$ cat config.mk
export PLATFORM = sky130hd
export DESIGN_NAME = length_prefixed_deframer_unit
export DESIGN_NICKNAME = d
export VERILOG_FILES = /design/src/design/lpd_pkg.sv /design/src/design/lpd_parser.sv /design/src/design/length_prefixed_deframer_unit.sv
export SDC_FILE = /design/constraint.sdc
export NUM_CORES = 1
export LEC_CHECK = 0
export ABC_AREA = 1
export BUFFER_PORTS_ARGS = -buffer_cell sky130_fd_sc_hd__buf_2
export CAP_MARGIN = 15
export CORE_MARGIN = 5
export CORE_UTILIZATION = 55
export DETAILED_ROUTE_END_ITERATION = 10
export PLACE_DENSITY = 0.71
export SLEW_MARGIN = 15
export SYNTH_ARGS = -nofsm -noshare
export SYNTH_HDL_FRONTEND = slang
export SYNTH_SLANG_ARGS = --single-unit
$ cat constraint.sdc
create_clock -name aclk -period 4.35 [get_ports aclk]
set_input_delay 0.6525 -clock aclk [delete_from_list [all_inputs] [get_ports aclk]]
set_output_delay 0.6525 -clock aclk [all_outputs]
set_load 0.02 [all_outputs]
$ cat src/design/lpd_pkg.sv
// shared types and constants for the length-prefixed deframer
package lpd_pkg;

    localparam logic [31:0] MAGIC_WORD_RESET     = 32'h6F61696D;
    localparam logic [12:0] HANDSHAKE_LEN_RESET  = 13'd1024;
    localparam logic [15:0] MAX_MSG_LEN_RESET    = 16'd65535;
    localparam logic [12:0] HANDSHAKE_LEN_MIN    = 13'd4;
    localparam logic [12:0] HANDSHAKE_LEN_MAX    = 13'd4096;
    localparam logic [2:0]  HEADER_BYTES         = 3'd4;
    localparam logic [31:0] MIN_MSG_LEN          = 32'd4;

    typedef enum logic [1:0] {
        CFG_MAGIC_WORD    = 2'd0,
        CFG_HANDSHAKE_LEN = 2'd1,
        CFG_MAX_MSG_LEN   = 2'd2
    } lpd_cfg_addr_t;

    typedef enum logic [1:0] {
        KIND_DATA   = 2'd0,
        KIND_ACCEPT = 2'd1,
        KIND_REJECT = 2'd2,
        KIND_BADLEN = 2'd3
    } lpd_kind_t;

    typedef enum logic [1:0] {
        PH_HANDSHAKE = 2'd0,
        PH_STREAM    = 2'd1,
        PH_CLOSED    = 2'd2
    } lpd_phase_t;

    typedef struct packed {
        logic [7:0] data_byte;
        logic       connection_start;
    } lpd_in_t;

    typedef struct packed {
        lpd_kind_t   kind;
        logic [7:0]  out_byte;
        logic        message_last;
        logic [15:0] message_length;
    } lpd_out_t;

    typedef struct packed {
        logic     emit;
        lpd_out_t item;
    } lpd_result_t;

endpackage

$ cat src/design/lpd_parser.sv
// connection state, configuration registers and per-byte framing decisions
module lpd_parser import lpd_pkg::*; #(
    parameter int LENGTH_WIDTH = 16
) (
    input  logic                aclk,
    input  logic                aresetn,
    input  logic                cfg_wr_en,
    input  logic [1:0]          cfg_addr,
    input  logic [31:0]         cfg_wdata,
    input  logic                in_accept,
    input  lpd_in_t             in_data,
    output lpd_result_t         result
);

    localparam logic [32:0] CAP_LEN = (33'd1 << LENGTH_WIDTH) - 33'd1;

    logic [31:0]             magic_word_reg;
    logic [12:0]             handshake_len_reg;
    logic [15:0]             max_msg_len_reg;

    lpd_phase_t              phase_reg, phase_next, phase_cur;
    logic [11:0]             hs_count_reg, hs_count_next, hs_count_cur;
    logic                    magic_ok_reg, magic_ok_next, magic_ok_cur;
    logic [23:0]             shift_reg, shift_next;
    logic [2:0]              hdr_count_reg, hdr_count_next, hdr_count_cur;
    logic [LENGTH_WIDTH-1:0] bytes_left_reg, bytes_left_next, bytes_left_dec;
    logic [LENGTH_WIDTH-1:0] msg_len_reg, msg_len_next;

    logic [12:0]             hs_len_eff;
    logic [7:0]              want_byte;
    logic                    magic_ok_upd;
    logic [31:0]             len_word;
    logic [31:0]             msg_len_ext;
    logic                    len_bad;

    // configuration
    always_ff @(posedge aclk) begin
        if (!aresetn) begin
            magic_word_reg    <= MAGIC_WORD_RESET;
            handshake_len_reg <= HANDSHAKE_LEN_RESET;
            max_msg_len_reg   <= MAX_MSG_LEN_RESET;
        end else if (cfg_wr_en) begin
            unique case (cfg_addr)
                CFG_MAGIC_WORD:    magic_word_reg    <= cfg_wdata;
                CFG_HANDSHAKE_LEN: handshake_len_reg <= cfg_wdata[12:0];
                CFG_MAX_MSG_LEN:   max_msg_len_reg   <= cfg_wdata[15:0];
                default: ;
            endcase
        end
    end

    // a connection start clears the state before the byte is taken
    assign phase_cur     = in_data.connection_start ? PH_HANDSHAKE : phase_reg;
    assign hs_count_cur  = in_data.connection_start ? 12'd0 : hs_count_reg;
    assign magic_ok_cur  = in_data.connection_start ? 1'b1 : magic_ok_reg;
    assign hdr_count_cur = in_data.connection_start ? 3'd0 : hdr_count_reg;

    assign hs_len_eff = (handshake_len_reg < HANDSHAKE_LEN_MIN) ? HANDSHAKE_LEN_MIN :
                        (handshake_len_reg > HANDSHAKE_LEN_MAX) ? HANDSHAKE_LEN_MAX :
                        handshake_len_reg;

    assign want_byte    = magic_word_reg[8*hs_count_cur[1:0] +: 8];
    assign magic_ok_upd = magic_ok_cur &&
                          ((hs_count_cur >= 12'd4) || (want_byte == in_data.data_byte));

    assign len_word    = {in_data.data_byte, shift_reg};
    assign len_bad     = (len_word < MIN_MSG_LEN) || (len_word > {16'd0, max_msg_len_reg}) ||
                         ({1'b0, len_word} > CAP_LEN);
    assign msg_len_ext = 32'(msg_len_reg);

    assign bytes_left_dec = (bytes_left_reg != '0) ? bytes_left_reg - 1'b1 : bytes_left_reg;

    always_comb begin
        phase_next      = phase_reg;
        hs_count_next   = hs_count_reg;
        magic_ok_next   = magic_ok_reg;
        shift_next      = shift_reg;
        hdr_count_next  = hdr_count_reg;
        bytes_left_next = bytes_left_reg;
        msg_len_next    = msg_len_reg;
        result          = '0;
        result.item.kind = KIND_DATA;
        if (in_accept) begin
            phase_next     = phase_cur;
            hs_count_next  = hs_count_cur;
            magic_ok_next  = magic_ok_cur;
            hdr_count_next = hdr_count_cur;
            unique case (phase_cur)
                PH_HANDSHAKE: begin
                    magic_ok_next = magic_ok_upd;
                    if ({1'b0, hs_count_cur} + 13'd1 >= hs_len_eff) begin
                        hs_count_next    = 12'd0;
                        result.emit      = 1'b1;
                        phase_next       = magic_ok_upd ? PH_STREAM : PH_CLOSED;
                        result.item.kind = magic_ok_upd ? KIND_ACCEPT : KIND_REJECT;
                    end else begin
                        hs_count_next = hs_count_cur + 12'd1;
                    end
                end
                PH_STREAM: begin
                    result.emit          = 1'b1;
                    result.item.out_byte = in_data.data_byte;
                    if (hdr_count_cur < HEADER_BYTES - 3'd1) begin
                        unique case (hdr_count_cur[1:0])
                            2'd0:    shift_next[7:0]   = in_data.data_byte;
                            2'd1:    shift_next[15:8]  = in_data.data_byte;
                            default: shift_next[23:16] = in_data.data_byte;
                        endcase
                        hdr_count_next = hdr_count_cur + 3'd1;
                    end else if (hdr_count_cur == HEADER_BYTES - 3'd1) begin
                        if (len_bad) begin
                            phase_next           = PH_CLOSED;
                            hdr_count_next       = 3'd0;
                            result.item.kind     = KIND_BADLEN;
                            result.item.out_byte = 8'd0;
                        end else begin
                            msg_len_next               = len_word[LENGTH_WIDTH-1:0];
                            bytes_left_next            = LENGTH_WIDTH'(len_word - MIN_MSG_LEN);
                            result.item.message_length = len_word[15:0];
                            if (len_word == MIN_MSG_LEN) begin
                                hdr_count_next           = 3'd0;
                                result.item.message_last = 1'b1;
                            end else begin
                                hdr_count_next = HEADER_BYTES;
                            end
                        end
                    end else begin
                        // message body
                        bytes_left_next            = bytes_left_dec;
                        result.item.message_length = msg_len_ext[15:0];
                        if (bytes_left_dec == '0) begin
                            hdr_count_next           = 3'd0;
                            result.item.message_last = 1'b1;
                        end
                    end
                end
                default: ;
            endcase
        end
    end

    always_ff @(posedge aclk) begin
        if (!aresetn) begin
            phase_reg      <= PH_HANDSHAKE;
            hs_count_reg   <= 12'd0;
            magic_ok_reg   <= 1'b1;
            hdr_count_reg  <= 3'd0;
            bytes_left_reg <= '0;
        end else begin
            phase_reg      <= phase_next;
            hs_count_reg   <= hs_count_next;
            magic_ok_reg   <= magic_ok_next;
            hdr_count_reg  <= hdr_count_next;
            bytes_left_reg <= bytes_left_next;
        end
    end

    always_ff @(posedge aclk) begin
        shift_reg   <= shift_next;
        msg_len_reg <= msg_len_next;
    end

    a_hdr_count_range: assert property (@(posedge aclk) disable iff (!aresetn)
        hdr_count_reg <= HEADER_BYTES)
        else $error("header count out of range");

    a_body_has_bytes: assert property (@(posedge aclk) disable iff (!aresetn)
        (hdr_count_reg == HEADER_BYTES) |-> (bytes_left_reg != '0))
        else $error("body state with no bytes left");

    a_hs_count_idle: assert property (@(posedge aclk) disable iff (!aresetn)
        (phase_reg != PH_HANDSHAKE) |-> (hs_count_reg == 12'd0))
        else $error("handshake count left over after verdict");

endmodule

$ cat src/design/length_prefixed_deframer_unit.sv
// length-prefixed deframer: top level with output register
//
// s_ channel carries one received byte per transaction plus a connection
// start flag that clears the connection state before that byte is taken.
// The first handshake_length bytes of a connection form a handshake; its
// first four bytes are compared with magic_word and one verdict
// transaction (accepted or rejected) is sent on the last handshake byte.
// After acceptance each message byte, the 4-byte little-endian length
// header included, goes out on the m_ channel, the final byte flagged by
// message_last. A bad length gives one bad-length transaction and closes
// the stream until the next connection start. Configuration is a plain
// write port, one register per index 0 to 2, to be written only while
// the block is idle (not enforced). Throughput is one byte per cycle
// unless the receiver stalls; the single output register puts a result
// on m_valid in the cycle after its input. A held result blocks s_ready
// until it is taken; accepting resumes in the same cycle m_ready returns.
// Reset empties the output register and restores configuration defaults.
module length_prefixed_deframer_unit import lpd_pkg::*; #(
    parameter int LENGTH_WIDTH = 16
) (
    input  logic        aclk,
    input  logic        aresetn,
    input  logic        cfg_wr_en,
    input  logic [1:0]  cfg_addr,
    input  logic [31:0] cfg_wdata,
    input  logic        s_valid,
    output logic        s_ready,
    input  lpd_in_t     s_data,
    output logic        m_valid,
    input  logic        m_ready,
    output lpd_out_t    m_data
);

    logic        m_valid_reg;
    lpd_out_t    m_data_reg;
    logic        in_accept;
    lpd_result_t result;

    assign s_ready   = !m_valid_reg || m_ready;
    assign in_accept = s_valid && s_ready;

    lpd_parser #(
        .LENGTH_WIDTH(LENGTH_WIDTH)
    ) u_parser (
        .aclk      (aclk),
        .aresetn   (aresetn),
        .cfg_wr_en (cfg_wr_en),
        .cfg_addr  (cfg_addr),
        .cfg_wdata (cfg_wdata),
        .in_accept (in_accept),
        .in_data   (s_data),
        .result    (result)
    );

    always_ff @(posedge aclk) begin
        if (!aresetn) begin
            m_valid_reg <= 1'b0;
        end else if (s_ready) begin
            m_valid_reg <= result.emit;
        end
    end

    always_ff @(posedge aclk) begin
        if (s_ready && result.emit) begin
            m_data_reg <= result.item;
        end
    end

    assign m_valid = m_valid_reg;
    assign m_data  = m_data_reg;

    a_last_is_data: assert property (@(posedge aclk) disable iff (!aresetn)
        (m_valid && m_data.message_last) |-> (m_data.kind == KIND_DATA))
        else $error("last flag on a non-data transaction");

    a_status_fields_clear: assert property (@(posedge aclk) disable iff (!aresetn)
        (m_valid && (m_data.kind != KIND_DATA)) |->
        ((m_data.out_byte == 8'd0) && (m_data.message_length == 16'd0)))
        else $error("status transaction carries payload");

    a_empty_after_reset: assert property (@(posedge aclk)
        (aresetn && $past(!aresetn)) |-> !m_valid)
        else $error("output valid right after reset");

endmodule

**After elaboration in Yosys (flattened, before gate mapping)**

Index checks and enable logic that the tools add are counted.

- Bits in latches: 0
- Output and inout port bits: 29
- Memories kept: 0
- Register bits: 163
- ROM bits: 0
- Bits in writable memories: 0

- Magnitude comparators: 8
- Divide/modulo/power cells: 0
- Shifts and indexed selects: 1
- Reductions and logical operators: 24
- Bitwise operators: 5
- Multiply operators: 0
- Add/sub/neg operators: 5
- Equal/unequal tests: 8
- Muxes and demuxes: 35

Operators with widths:

| kind | count |
|---|---|
| 2-to-1 mux 16 bit | 3 |
| 2-to-1 mux 12 bit | 3 |
| 2-to-1 mux 17 bit | 2 |
| equality test 32 x 3 -> 1 bit, second input constant | 1 |
| greater-than comparator 32 x 16 -> 1 bit | 1 |
| greater-than comparator 32 x 16 -> 1 bit, second input constant | 1 |
| < comparator 32 x 3 -> 1 bit, second input constant | 1 |
| indexed part select 32 x 6 -> 8 bit | 1 |
| 2-to-1 mux 28 bit | 1 |
| 2-to-1 mux 27 bit | 1 |
| 2-to-1 mux 13 bit | 2 |
| 2-to-1 mux 25 bit | 1 |
| 2-to-1 mux 3 bit | 8 |
| 2-to-1 mux 10 bit | 2 |
| logical NOT 16 bit | 1 |
| AND reduction 4 bit | 4 |
| nonzero test 16 bit | 1 |
| subtractor 16 x 1 -> 16 bit, second input constant | 1 |
| subtractor 16 x 3 -> 16 bit, second input constant | 1 |
| adder 12 x 1 -> 13 bit, second input constant | 1 |
| >= comparator 13 bit | 1 |
| greater-than comparator 13 bit, second input constant | 1 |
| < comparator 13 x 3 -> 1 bit, second input constant | 1 |
| adder 12 x 1 -> 12 bit, second input constant | 1 |
| 21 further kinds | 45 |

**Longest topological paths before layout**

Gate-level depths: netlist of the first run.

- Depth in word-level cells: 10
- Mapped depth: 23
- Gate-level depth less buffers: 21

**By module**

A second synthesis of the first run with hierarchy kept.

- Cells, all modules: 1144
- Area total of the unflattened synthesis: 8773.4 um^2

Modules (own cells, without submodules):

| module | area an instance (um^2) | cells an instance | instances | sequential area each (um^2) |
|---|---|---|---|---|
| lpd_parser | 7903.8 | 1109 | 1 | 3103.0 |
| length_prefixed_deframer_unit | 869.6 | 35 | 1 | 830.8 |

**Worst setup path before layout of the first run**

OpenSTA, ideal clock, no wires.

- Path type: input port to flip-flop
- From: in s_data[0] in the netlist's numbering
- To: reg m_data_reg (netlist bit m_data[0]) (enable)
- Setup slack: 0.442 ns
- Data arrival time: 3.526 ns
- Stages on the path: 19
- Required time: 3.968 ns
- Buffers on the path: 2
- Cell sequence: buf_6 inv_4 nand2_4 inv_2 buf_6 ha_1 nand3_1 nor3_2 nand3_1 nor2_1 nand2_1 xor2_1 ha_1 nand2_1 nor4b_1 nand4_1 nand3_1 o21ai_0 inv_1

- Longest elaborated chain between the ends: 7

RTL lines:

| item | RTL line | text |
|---|---|---|
| start, declared | length_prefixed_deframer_unit.sv:28 | `input lpd_in_t s_data,` |
| 2-to-1 mux 12 bit | lpd_parser.sv:54 | `assign hs_count_cur = in_data.connection_start ? 12'd0 : hs_count_reg;` |
| adder 12 x 1 -> 13 bit | lpd_parser.sv:91 | `if ({1'b0, hs_count_cur} + 13'd1 >= hs_len_eff) begin` |
| >= comparator 13 bit | lpd_parser.sv:91 |  |
| 2-to-1 mux 3 bit | lpd_parser.sv:91 |  |
| one-hot mux 3 bit (2 select lines) * | lpd_parser.sv:88 | `unique case (phase_cur)` |
| 2-to-1 mux 28 bit * | lpd_parser.sv:83 | `if (in_accept) begin` |
| logical AND 1 bit * | length_prefixed_deframer_unit.sv:64 | `if (s_ready && result.emit) begin` |
| end signal, assigned | length_prefixed_deframer_unit.sv:65 | `m_data_reg <= result.item;` |
| end, declared | length_prefixed_deframer_unit.sv:35 | `lpd_out_t m_data_reg;` |

Mark *: on every way between the ends. The rest lies on a longest branch, timed or not.
A chain may end at the register's enable or synchronous reset.

**Worst setup path in the final report of the first run**

- From: in s_data[0] in the netlist's numbering
- To: reg m_data_reg (netlist bit m_data[1]) (enable)

The elaborated chain is that of the path after synthesis.

==> results.md, run 1 <==
- Total power of the final layout: 3.58 mW
- Maximum clock frequency: between 200 and 300 MHz
- Number of register bits inferred by synthesis: 163
- CTS tree: done
- Count of antenna-violating nets left after detailed routing: 0
- Proportion of netlist area held by the largest area contributor: between 20% and 30%
- Worst-margin pin slew: 956 ps
- Routed via count divided by cell count: around 5.4
- Path class of the lowest-slack min-delay path: primary input to flip-flop
- CP max FO: 27
- Synthesized-area fraction occupied by adder cells: 5.47%
- Total global routing track utilization: roughly 25%
- Cell internal power dissipation: around 2.6 mW
- Final Cell Area: around 0.01 mm2
- I/O pin count: slightly below 80
- Die area: around 0.019 mm2
- Top cells by area in the synthesized netlist: edfxtp_1 23%, dfxtp_1 22%, nand2_1 11%
- FFs w/ async S/R, synth: 0%
- Static leakage: about 4.5 nW
- Clock-pin slew of the registers on the worst-case setup and hold paths: ~60 ps
- Clk root buf: clkbuf_16
- Number of remaining DRC errors: 0
- Height of the die: about 140 um
- Row count: 46
- Number of standard cells in the final layout excluding fillers: between 1000 and 1500
- Detailed-routed wire length on met3: approximately 1.2 mm
- Routed metal-1 wirelength: 9.91 mm
- Pin count of the biggest net entering global routing: 48
- Switching share of power: approximately 27%
- Most frequent cells in the layout: 264 x nand2_1, 119 x inv_1, 99 x nor2_1, 99 x a21oi_1, 96 x dfxtp_1
- Simple-gate area share of the yosys netlist: about a quarter
- Outcome: completed
- Gpl congestion: around 0.91
- Fraction of the mapped netlist area in compound gates: between 10% and 20%
- Resized cells post-CTS: 0
- Cell count after placement: approximately 1400
- Peak VDD IR: 0.302 mV
- Effective utilization at floorplan: a little under three fifths
- Post-CTS setup buffer count: 0
- Total negative setup slack: 0 ps
- Deepest clock path buffer count: 2
- Depth of the worst register-to-register path: 17
- N_diodes: 0
- Fraction of the cycle the final worst path needs: a little over four fifths
- Worst Hold Endpoint: u_parser.magic_word_reg[25]
- Hold-critical path depth: 3
- First-pass GRT wire length: roughly 36 mm
- Number of instances in the synthesized netlist: around 1100
- Layout cells sized above 1: 14.3%
- Horizontal extent of the die: between 100 and 150 um
- Reg-to-Reg Start: u_parser.hs_count_reg[1]
- Max FFs per register: 32
- Total overflow reported by the global router: 0
- Worst Slack Setup Final: 707 ps
- Leading cell type in the layout, fill and taps excluded: nand2_1
- Fin util: between 60% and 70%
- Main combinational cell family by area after synthesis: simple AND/OR/NAND/NOR gates
- Endpoint arrival time on the critical path: about 3800 ps
- Post-layout nets: roughly 1300
- Origin of the worst min-delay path: cfg_wdata[25]
- Hold violation count in the final report: 0
- Number of distinct library cells after synthesis: between 40 and 50
- Number of max-cap violations: 0
- Synth Flop Type: dfxtp_1
- Final max-slew violation count: 0
- Placeable core area: 0.0159 mm2
- Mux share of post-synthesis cell area: 0%
- Startpoint class of the critical path: primary input
- Htree depth: 4
- Post-CTS Hold Buffers: 0
- Sequential area share after synthesis: between 40% and 50%
- Unrepaired setup endpoints after global routing: false
- Synth-to-layout area growth: 11.9%
- Post-DP Area: approximately 0.0094 mm2
- Proportion of power drawn by flip-flops and latches: about 47%
- Wire per inst: between 15 and 20 um
- Type of the worst setup path: primary input to flip-flop
- Setup slack on the worst flop-to-flop path: approximately 940 ps
- Half-perimeter wire length after placement: approximately 17 mm
- Top cell type by total area after synthesis: edfxtp_1
- Switching power of the nets: between 0.9 and 1 mW
- Total setup violations reported at the end of the flow: 0
- Count of flip-flops with a built-in enable after synthesis: 67
- Post-synthesis share of cell area spent on xor and xnor gates: under 10%
- Pwr Density: 359 mW/mm2
- Logic pwr share: 13.0%
- Largest clock skew in the final design: approximately 14 ps
- Setup slack at placement: about 270 ps
- Clock power frac: between 30% and 40%
- Number of buffers added by the clock tree synthesis step: 17
- Initial DRT Pass Iterations: 7
- Insertion delay to the later sink of the worst-skew pair: around 430 ps
- Via count: 7766
- Syn_nets: approximately 1200
- Yosys warning count: 0
- Setup crit end kind: flip-flop
- Average cell area after synthesis: roughly 8 um2
- Aggregate routed wire length: around 23 mm
- Number of buffer cells added on primary ports: between 70 and 80
- Antenna violations before repair: 0
- Minimum period implied by the final worst setup slack: 3640 ps
- FF-to-FF End: m_data[1]
- Critical Path RT: 4480 ps
- Min Hold Slack: between 400 and 500 ps
- Top layer in use: met4
- DRC violation total after the first TritonRoute iteration: roughly 650
- Number of global-route vias before repair: between 7000 and 8000
- Relative max-transition margin: 35.8%
- Total met2 wirelength after detailed routing: 10.9 mm
- Area of the mapped netlist: 0.00892 mm2
- Sinks on Clock Net: approximately 160
power groups by stage:
stage               combinational, mW  sequential (mW)  clock, mW
finish                          0.464             1.69       1.42
global route                    0.523             1.70       1.51
CTS                             0.465             1.69       1.44
detailed placement              0.463             1.73          0
global placement                0.458             1.73          0
floorplan                       0.293             1.75          0
per-layer routing:
layer / vias up / track usage, %
met2: 240 / 42.0
met5: - / 0
li1: 3943 / -
met1: 3531 / 31.6
met3: 52 / 4.31
met4: 0 / 10.9
worst max path at each step:
stage / startpoint / cells after the start / end
2_1_floorplan: s_data[0] / 19 / m_data[0]
4_1_cts: s_data[0] / 19 / m_data[1]
6_report: s_data[0] / 19 / m_data[1]
3_3_place_gp: s_data[0] / 19 / m_data[16]
3_5_place_dp: s_data[0] / 19 / m_data[16]
5_1_grt: s_data[0] / 19 / m_data[0]
cell usage after synthesis, types with 7 or more instances:
library cell    n
clkbuf_1       31
nor2_4          8
nand3_1        75
o21ai_0        76
dfxtp_1        96
ha_1           39
xor2_1         14
nor2_2          9
o21ai_1        11
nand4_1        17
inv_1         119
nor2_1         99
nand2_1       264
a21oi_1        99
nor3_1         19
edfxtp_1       67
inv_2           7
o211ai_1       24
cell type report:
class,instances,area (um2)
clock inverters,15,131
fillers,1453,5900
clock buffers,17,425
flip-flops and latches,163,3930
well taps,216,270
inverters,131,494
repair buffers,85,460
multi-input cells,804,4270
logic make-up after synthesis:
family	Yosys count
compound gates	231
xor+xnor	16
fa+ha+maj	39
buf+inv	177
flops	163
simple gates	518
worst max-delay path, cell delays in order:
cell	delay (ps)
buf_2	190
inv_4	180
nand2_4	160
inv_1	150
ha_1	200
nand3_1	130
nor3_2	190
nand3_1	140
nor2_1	110
nand2_1	80
xor2_1	170
ha_1	300
nand2_1	70
nor4b_1	290
nand4_1	110
nand3_1	180
o21ai_0	140
inv_1	120
buf_12	190
(Power assumes the default switching activity.)
==> run 2, diff against run 1 <==
--- a/config.mk
+++ b/config.mk
@@ -9,9 +9,9 @@
 export BUFFER_PORTS_ARGS = -buffer_cell sky130_fd_sc_hd__buf_2
 export CAP_MARGIN = 15
 export CORE_MARGIN = 5
-export CORE_UTILIZATION = 55
+export CORE_UTILIZATION = 54
 export DETAILED_ROUTE_END_ITERATION = 10
-export PLACE_DENSITY = 0.71
+export PLACE_DENSITY = 0.73
 export SLEW_MARGIN = 15
 export SYNTH_ARGS = -nofsm -noshare
 export SYNTH_HDL_FRONTEND = slang
==> constraint.sdc (replaced) <==
create_clock -name aclk -period 3.1 [get_ports aclk]
set_input_delay 0.465 -clock aclk [delete_from_list [all_inputs] [get_ports aclk]]
set_output_delay 0.465 -clock aclk [all_outputs]
set_load 0.02 [all_outputs]
==> results.md, run 2 (synthesized netlist as in run 1, its figures left out) <==
- Outcome: completed
- Maximum clock frequency: 329 MHz
- Htree depth: 4
- Total setup violations reported at the end of the flow: 0
- CTS tree: done
- Hold-critical path depth: 3
- Row count: 47
- Post-layout nets: roughly 1300
- Layout cells sized above 1: 19.3%
- Most frequent cells in the layout: 261 x nand2_1, 116 x inv_1, 97 x nor2_1, 97 x a21oi_1, 94 x dfxtp_1
- Pin count of the biggest net entering global routing: 51
- Relative max-transition margin: 31.3%
- Height of the die: about 140 um
- Static leakage: 4.80 nW
- Worst Slack Setup Final: around 58 ps
- Deepest clock path buffer count: 2
- Initial DRT Pass Iterations: 6
- Fin util: 64.5%
- Peak VDD IR: between 0.4 and 0.5 mV
- DRC violation total after the first TritonRoute iteration: 721
- Via count: between 8000 and 9000
- Insertion delay to the later sink of the worst-skew pair: between 400 and 500 ps
- Origin of the worst min-delay path: cfg_wdata[26]
- Type of the worst setup path: flip-flop to flip-flop
- Placeable core area: between 0.015 and 0.02 mm2
- Endpoint arrival time on the critical path: 3240 ps
- Number of max-cap violations: 0
- Wire per inst: around 16 um
- Pwr Density: around 510 mW/mm2
- Minimum period implied by the final worst setup slack: 3040 ps
- Reg-to-Reg Start: u_parser.hs_count_reg[1]
- Effective utilization at floorplan: between 50% and 60%
- Largest clock skew in the final design: about 12 ps
- Critical Path RT: ~3300 ps
- Startpoint class of the critical path: flip-flop
- Min Hold Slack: ~230 ps
- Post-CTS Hold Buffers: 0
- Path class of the lowest-slack min-delay path: primary input to flip-flop
- Leading cell type in the layout, fill and taps excluded: nand2_1
- Final max-slew violation count: 0
- Aggregate routed wire length: 24.0 mm
- Half-perimeter wire length after placement: between 15 and 20 mm
- Setup crit end kind: flip-flop
- Number of buffers added by the clock tree synthesis step: 17
- Layout filler cell count: 1412
- Setup slack at placement: -307 ps
- Unrepaired setup endpoints after global routing: true
- CP max FO: 7
- Worst Hold Endpoint: u_parser.magic_word_reg[26]
- Number of buffer cells added on primary ports: 76
- Count of antenna-violating nets left after detailed routing: 0
- Clock-pin slew of the registers on the worst-case setup and hold paths: 70 ps
- First-pass GRT wire length: around 39 mm
- Clk root buf: clkbuf_16
- Hold violation count in the final report: 0
- Setup slack on the worst flop-to-flop path: 60 ps
- Gpl congestion: between 0.9 and 1
- Depth of the worst register-to-register path: 17
- Antenna violations before repair: 0
- Total global routing track utilization: between 20% and 30%
- Horizontal extent of the die: roughly 140 um
- I/O pin count: 77
- Number of global-route vias before repair: about 7500
- Fraction of the cycle the final worst path needs: 98.1%
- Routed via count divided by cell count: about 5.5
- Synth-to-layout area growth: 18.7%
- Worst-margin pin slew: roughly 1000 ps
- Total overflow reported by the global router: 0
- Die area: approximately 0.019 mm2
- FF-to-FF End: m_data[13]
- Number of remaining DRC errors: 0
- Sinks on Clock Net: roughly 160
- Max FFs per register: 32
-- run 2: cell types whose count changed in the layout (fill, tap and decap cells not counted), moves of 3 or more --
cell	delta
buf_4	+39
nand2_2	+3
o21ai_0	-3
nand2_1	-3
inv_8	+5
inv_1	-3
clkinv_2	-3
-- run 2: through the flow --
| step | power [mW] | instances | setup TNS [ps] | instance area (um2) |
|---|---|---|---|---|
| 5_1_grt | 5.57 | 1480 | -2550 | 10600 |
| 3_5_place_dp | 3.11 | 1440 | -9920 | 9750 |
| 4_1_cts | 5.33 | 1474 | 0 | 10400 |
| 2_1_floorplan | 2.88 | 1144 | -3550 | 8980 |
| 6_report | 5.36 | 1481 | 0 | 10600 |
| 3_3_place_gp | 3.10 | 1440 | -7730 | 9750 |
-- run 2: worst max path at each step --
stage | start | to | slack (ps)
6_report | u_parser.hs_count_reg[1] | m_data[13] | 60
5_1_grt | u_parser.hs_count_reg[1] | m_data[26] | -90
4_1_cts | u_parser.hs_count_reg[0] | m_data[25] | 30
3_5_place_dp | s_data[0] | m_data[0] | -310
3_3_place_gp | s_data[0] | m_data[3] | -250
2_1_floorplan | s_data[0] | m_data[0] | -130
-- run 2: per-layer routing --
metal  wire [um]  share of wire [%]  GRT usage, %  vias up
met1       10000                 42          32.8     3723
met2       11500                 48          41.8      319
met4         605                2.5          8.27        0
met3        1880                7.8          4.49       37
met5           0                  0             0        -
li1            -                  -             -     4035
-- run 2: final cells by class --
class,count,area [um2],share of cell area [%]
sequential,163,3940,37.2
clock buffer,18,429,4.05
antenna,1,2.50,0.0236
timing repair buffer,127,796,7.52
multi-input combinational,804,4380,41.4
timing repair inverter,3,43.8,0.414
tap,220,275,2.60
inverter,131,522,4.93
clock inverter,14,194,1.83
-- run 2: worst max-delay path, cell delays in order (launching register included) --
cell,delay [ps]
dfxtp_2,350
nand2_4,60
buf_6,110
nor3_4,140
nand2_2,90
nor2_4,100
nand3_2,80
nor3_2,210
buf_4,150
xor2_1,210
ha_1,280
nand2_2,100
inv_1,70
a31oi_2,230
nand3_4,140
o21ai_4,220
buf_6,180
clkinv_8,80
-- run 2: where the power goes --
group / total [mW] / leakage (nW) / switching, mW / internal [mW]
clock network: 2.24 / 0.299 / 0.938 / 1.30
logic: 0.749 / 3.12 / 0.487 / 0.262
registers: 2.37 / 1.38 / 0.0466 / 2.33
total: 5.36 / 4.80 / 1.47 / 3.89
-- run 2: repair_timing --
item,CTS,global route
gates resized for setup,3,35
setup endpoints to repair,27,44
cloned,1,2
endpoints found under the hold margin,0,0
buffers inserted,1,4
pin swaps,1,11
==> run 3, diff against run 2 <==
--- a/config.mk
+++ b/config.mk
@@ -5,7 +5,6 @@
 export SDC_FILE = /design/constraint.sdc
 export NUM_CORES = 1
 export LEC_CHECK = 0
-export ABC_AREA = 1
 export BUFFER_PORTS_ARGS = -buffer_cell sky130_fd_sc_hd__buf_2
 export CAP_MARGIN = 15
 export CORE_MARGIN = 5
==> results.md, run 3 <==
- Outcome: complete, but fails checks
- Violations in the final reports: setup timing
- Setup crit end kind: flip-flop
- Count of antenna-violating nets left after detailed routing: 0
- Half-perimeter wire length after placement: 15.4 mm
- Worst Slack Setup Final: -122 ps
- Number of instances in the synthesized netlist: about 940
- Layout cells sized above 1: a little under a quarter
- Fraction of the cycle the final worst path needs: 104%
- Htree depth: 4
- Clock-pin slew of the registers on the worst-case setup and hold paths: approximately 60 ps
- Total overflow reported by the global router: 0
- Worst-margin pin slew: slightly below 1000 ps
- Pwr Density: roughly 470 mW/mm2
- Number of remaining DRC errors: 0
- Deepest clock path buffer count: 2
- Antenna violations before repair: 0
- Number of distinct library cells after synthesis: 71
- Endpoint arrival time on the critical path: about 3400 ps
- Total setup violations reported at the end of the flow: 23
- Hold violation count in the final report: 0
- Max FFs per register: 32
- Type of the worst setup path: flip-flop to flip-flop
- Static leakage: 4.27 nW
- Minimum period implied by the final worst setup slack: 3220 ps
- Gpl congestion: about 0.91
- Average cell area after synthesis: 8.88 um2
- Number of max-cap violations: 0
- Placeable core area: between 0.015 and 0.02 mm2
- Proportion of netlist area held by the largest area contributor: around 24%
- Total global routing track utilization: between 20% and 30%
- First-pass GRT wire length: around 37 mm
- Area of the mapped netlist: 0.00835 mm2
- Startpoint class of the critical path: flip-flop
- DRC violation total after the first TritonRoute iteration: 634
- Peak VDD IR: between 0.4 and 0.5 mV
- Maximum clock frequency: roughly 310 MHz
- Ranking of synthesized cells by instance count: 173 x nand2_1, 96 x dfxtp_1, 72 x a21oi_1, 67 x edfxtp_1, 64 x nor2_1
- Relative max-transition margin: between 30 and 40%
- Initial DRT Pass Iterations: 5
- Post-CTS Hold Buffers: 0
- Height of the die: between 100 and 150 um
- Number of standard cells in the final layout excluding fillers: roughly 1300
- Setup slack at placement: -578 ps
- Yosys warning count: 0
- Syn_nets: 1028
- I/O pin count: 77
- Synth Flop Type: dfxtp_1
- Number of buffer cells added on primary ports: 76
- Cell count after placement: 1239
- Total negative setup slack: -1730 ps
- Most numerous cell in the Yosys netlist: nand2_1
- Sequential area share after synthesis: about 47%
- Sinks on Clock Net: approximately 160
- Die area: about 0.018 mm2
- Aggregate routed wire length: 22.7 mm
- Synth-to-layout area growth: 24.9%
- Unrepaired setup endpoints after global routing: true
- Leading cell type in the layout, fill and taps excluded: nand2_1
- Post-layout nets: ~1200
- Row count: 45
- Largest clock skew in the final design: 7.85 ps
- CP max FO: 7
- Most frequent cells in the layout: 173 x nand2_1, 94 x dfxtp_1, 83 x buf_4, 76 x buf_2, 67 x edfxtp_1
- Top cells by area in the synthesized netlist: edfxtp_1 24%, dfxtp_1 23%, nand2_1 7.8%
- Horizontal extent of the die: about 130 um
- Insertion delay to the later sink of the worst-skew pair: around 420 ps
- CTS tree: done
- Count of flip-flops with a built-in enable after synthesis: 67
- Routed via count divided by cell count: 5.91
- Clk root buf: clkbuf_16
- Critical Path RT: 3290 ps
- Top cell type by total area after synthesis: edfxtp_1
- N_diodes: 0
- Min Hold Slack: about 250 ps
- Number of global-route vias before repair: 7104
- FFs w/ async S/R, synth: 0%
- Via count: ~7600
- Final max-slew violation count: 0
- Number of buffers added by the clock tree synthesis step: 17
- Pin count of the biggest net entering global routing: 50
- Wire per inst: approximately 18 um
- Path class of the lowest-slack min-delay path: primary input to flip-flop
- Effective utilization at floorplan: 54.9%
- Number of register bits inferred by synthesis: roughly 160
[run 3: changes by cell type after synthesis, sizes merged, moves of 29 or more]
cell and delta:
nand2 -100, inv -83, o21ai -67, nor2 -52, a21oi -29, nand3 -29
[run 3: layout make-up]
class                      instances  area (um2)
sequential                       163        3940
clock buffer                      26         537
timing repair buffer             170        1200
inverter                          45         176
multi-input combinational        688        4280
clock inverter                     6        65.1
tap                              188         235
fill                            1246        4770
[run 3: per-layer routing]
layer  share of wire (%)  up-vias  track usage [%]
li1                    -     3694                -
met3                 6.4       39             4.01
met5                   0        -                0
met1                  42     3595             32.8
met4                 2.0        0             9.79
met2                  49      268             43.4
[run 3: timing repair]
action                                  CTS  global route
resized for setup                        16            16
setup buffers                             8             3
endpoints found under the setup margin   44            43
pin swaps                                 6            19
cloned                                    3             0
[run 3: power breakdown]
part | internal (mW) | switching [mW]
Sequential | 2.28 | 0.0286
Combinational | 0.183 | 0.277
Clock | 1.28 | 0.839
[run 3: path summary, 6_finish.rpt]
path,from,endpoint,slack (ps),cells after the start
worst max-delay path,u_parser.hs_count_reg[1],m_data[9],-120,14
worst min-delay path,cfg_wdata[29],u_parser.magic_word_reg[29],250,3
worst min register to register,u_parser.magic_word_reg[18],u_parser.magic_word_reg[18],450,2
worst max register to register,u_parser.hs_count_reg[1],m_data[9],-120,14
[run 3: cells by family after synthesis]
logic type	count (synthesis)	share of synthesized area, %
muxes	7	0.869
buffers and inverters	92	4.19
AOI/OAI and AO/OA	201	15.7
xor gates and xnor gates	21	2.20
and+or+nand+nor	418	24.1
DFF	163	47.1
adders and majority gates	39	5.84
[run 3: worst max-delay path, stage by stage (launching register included)]
cell	delay (ps)
dfxtp_2	330
nor2b_4	160
ha_4	140
and3_4	180
nand4b_1	140
or3_1	370
a21oi_2	220
ha_4	250
a2111oi_4	290
o31a_1	230
o2bb2ai_4	150
buf_12	150
a21oi_4	60
buf_12	170
buf_12	140
[run 3: through the flow]
step                      utilization, %  power (mW)  instance area, um2
after floorplan                        -        2.60                8430
after global placement              62.6        2.75                9510
after detailed placement            62.6        2.76                9510
after CTS                           67.9        4.90               10300
after global routing                68.6        5.06               10400
final                               68.6        4.89               10400
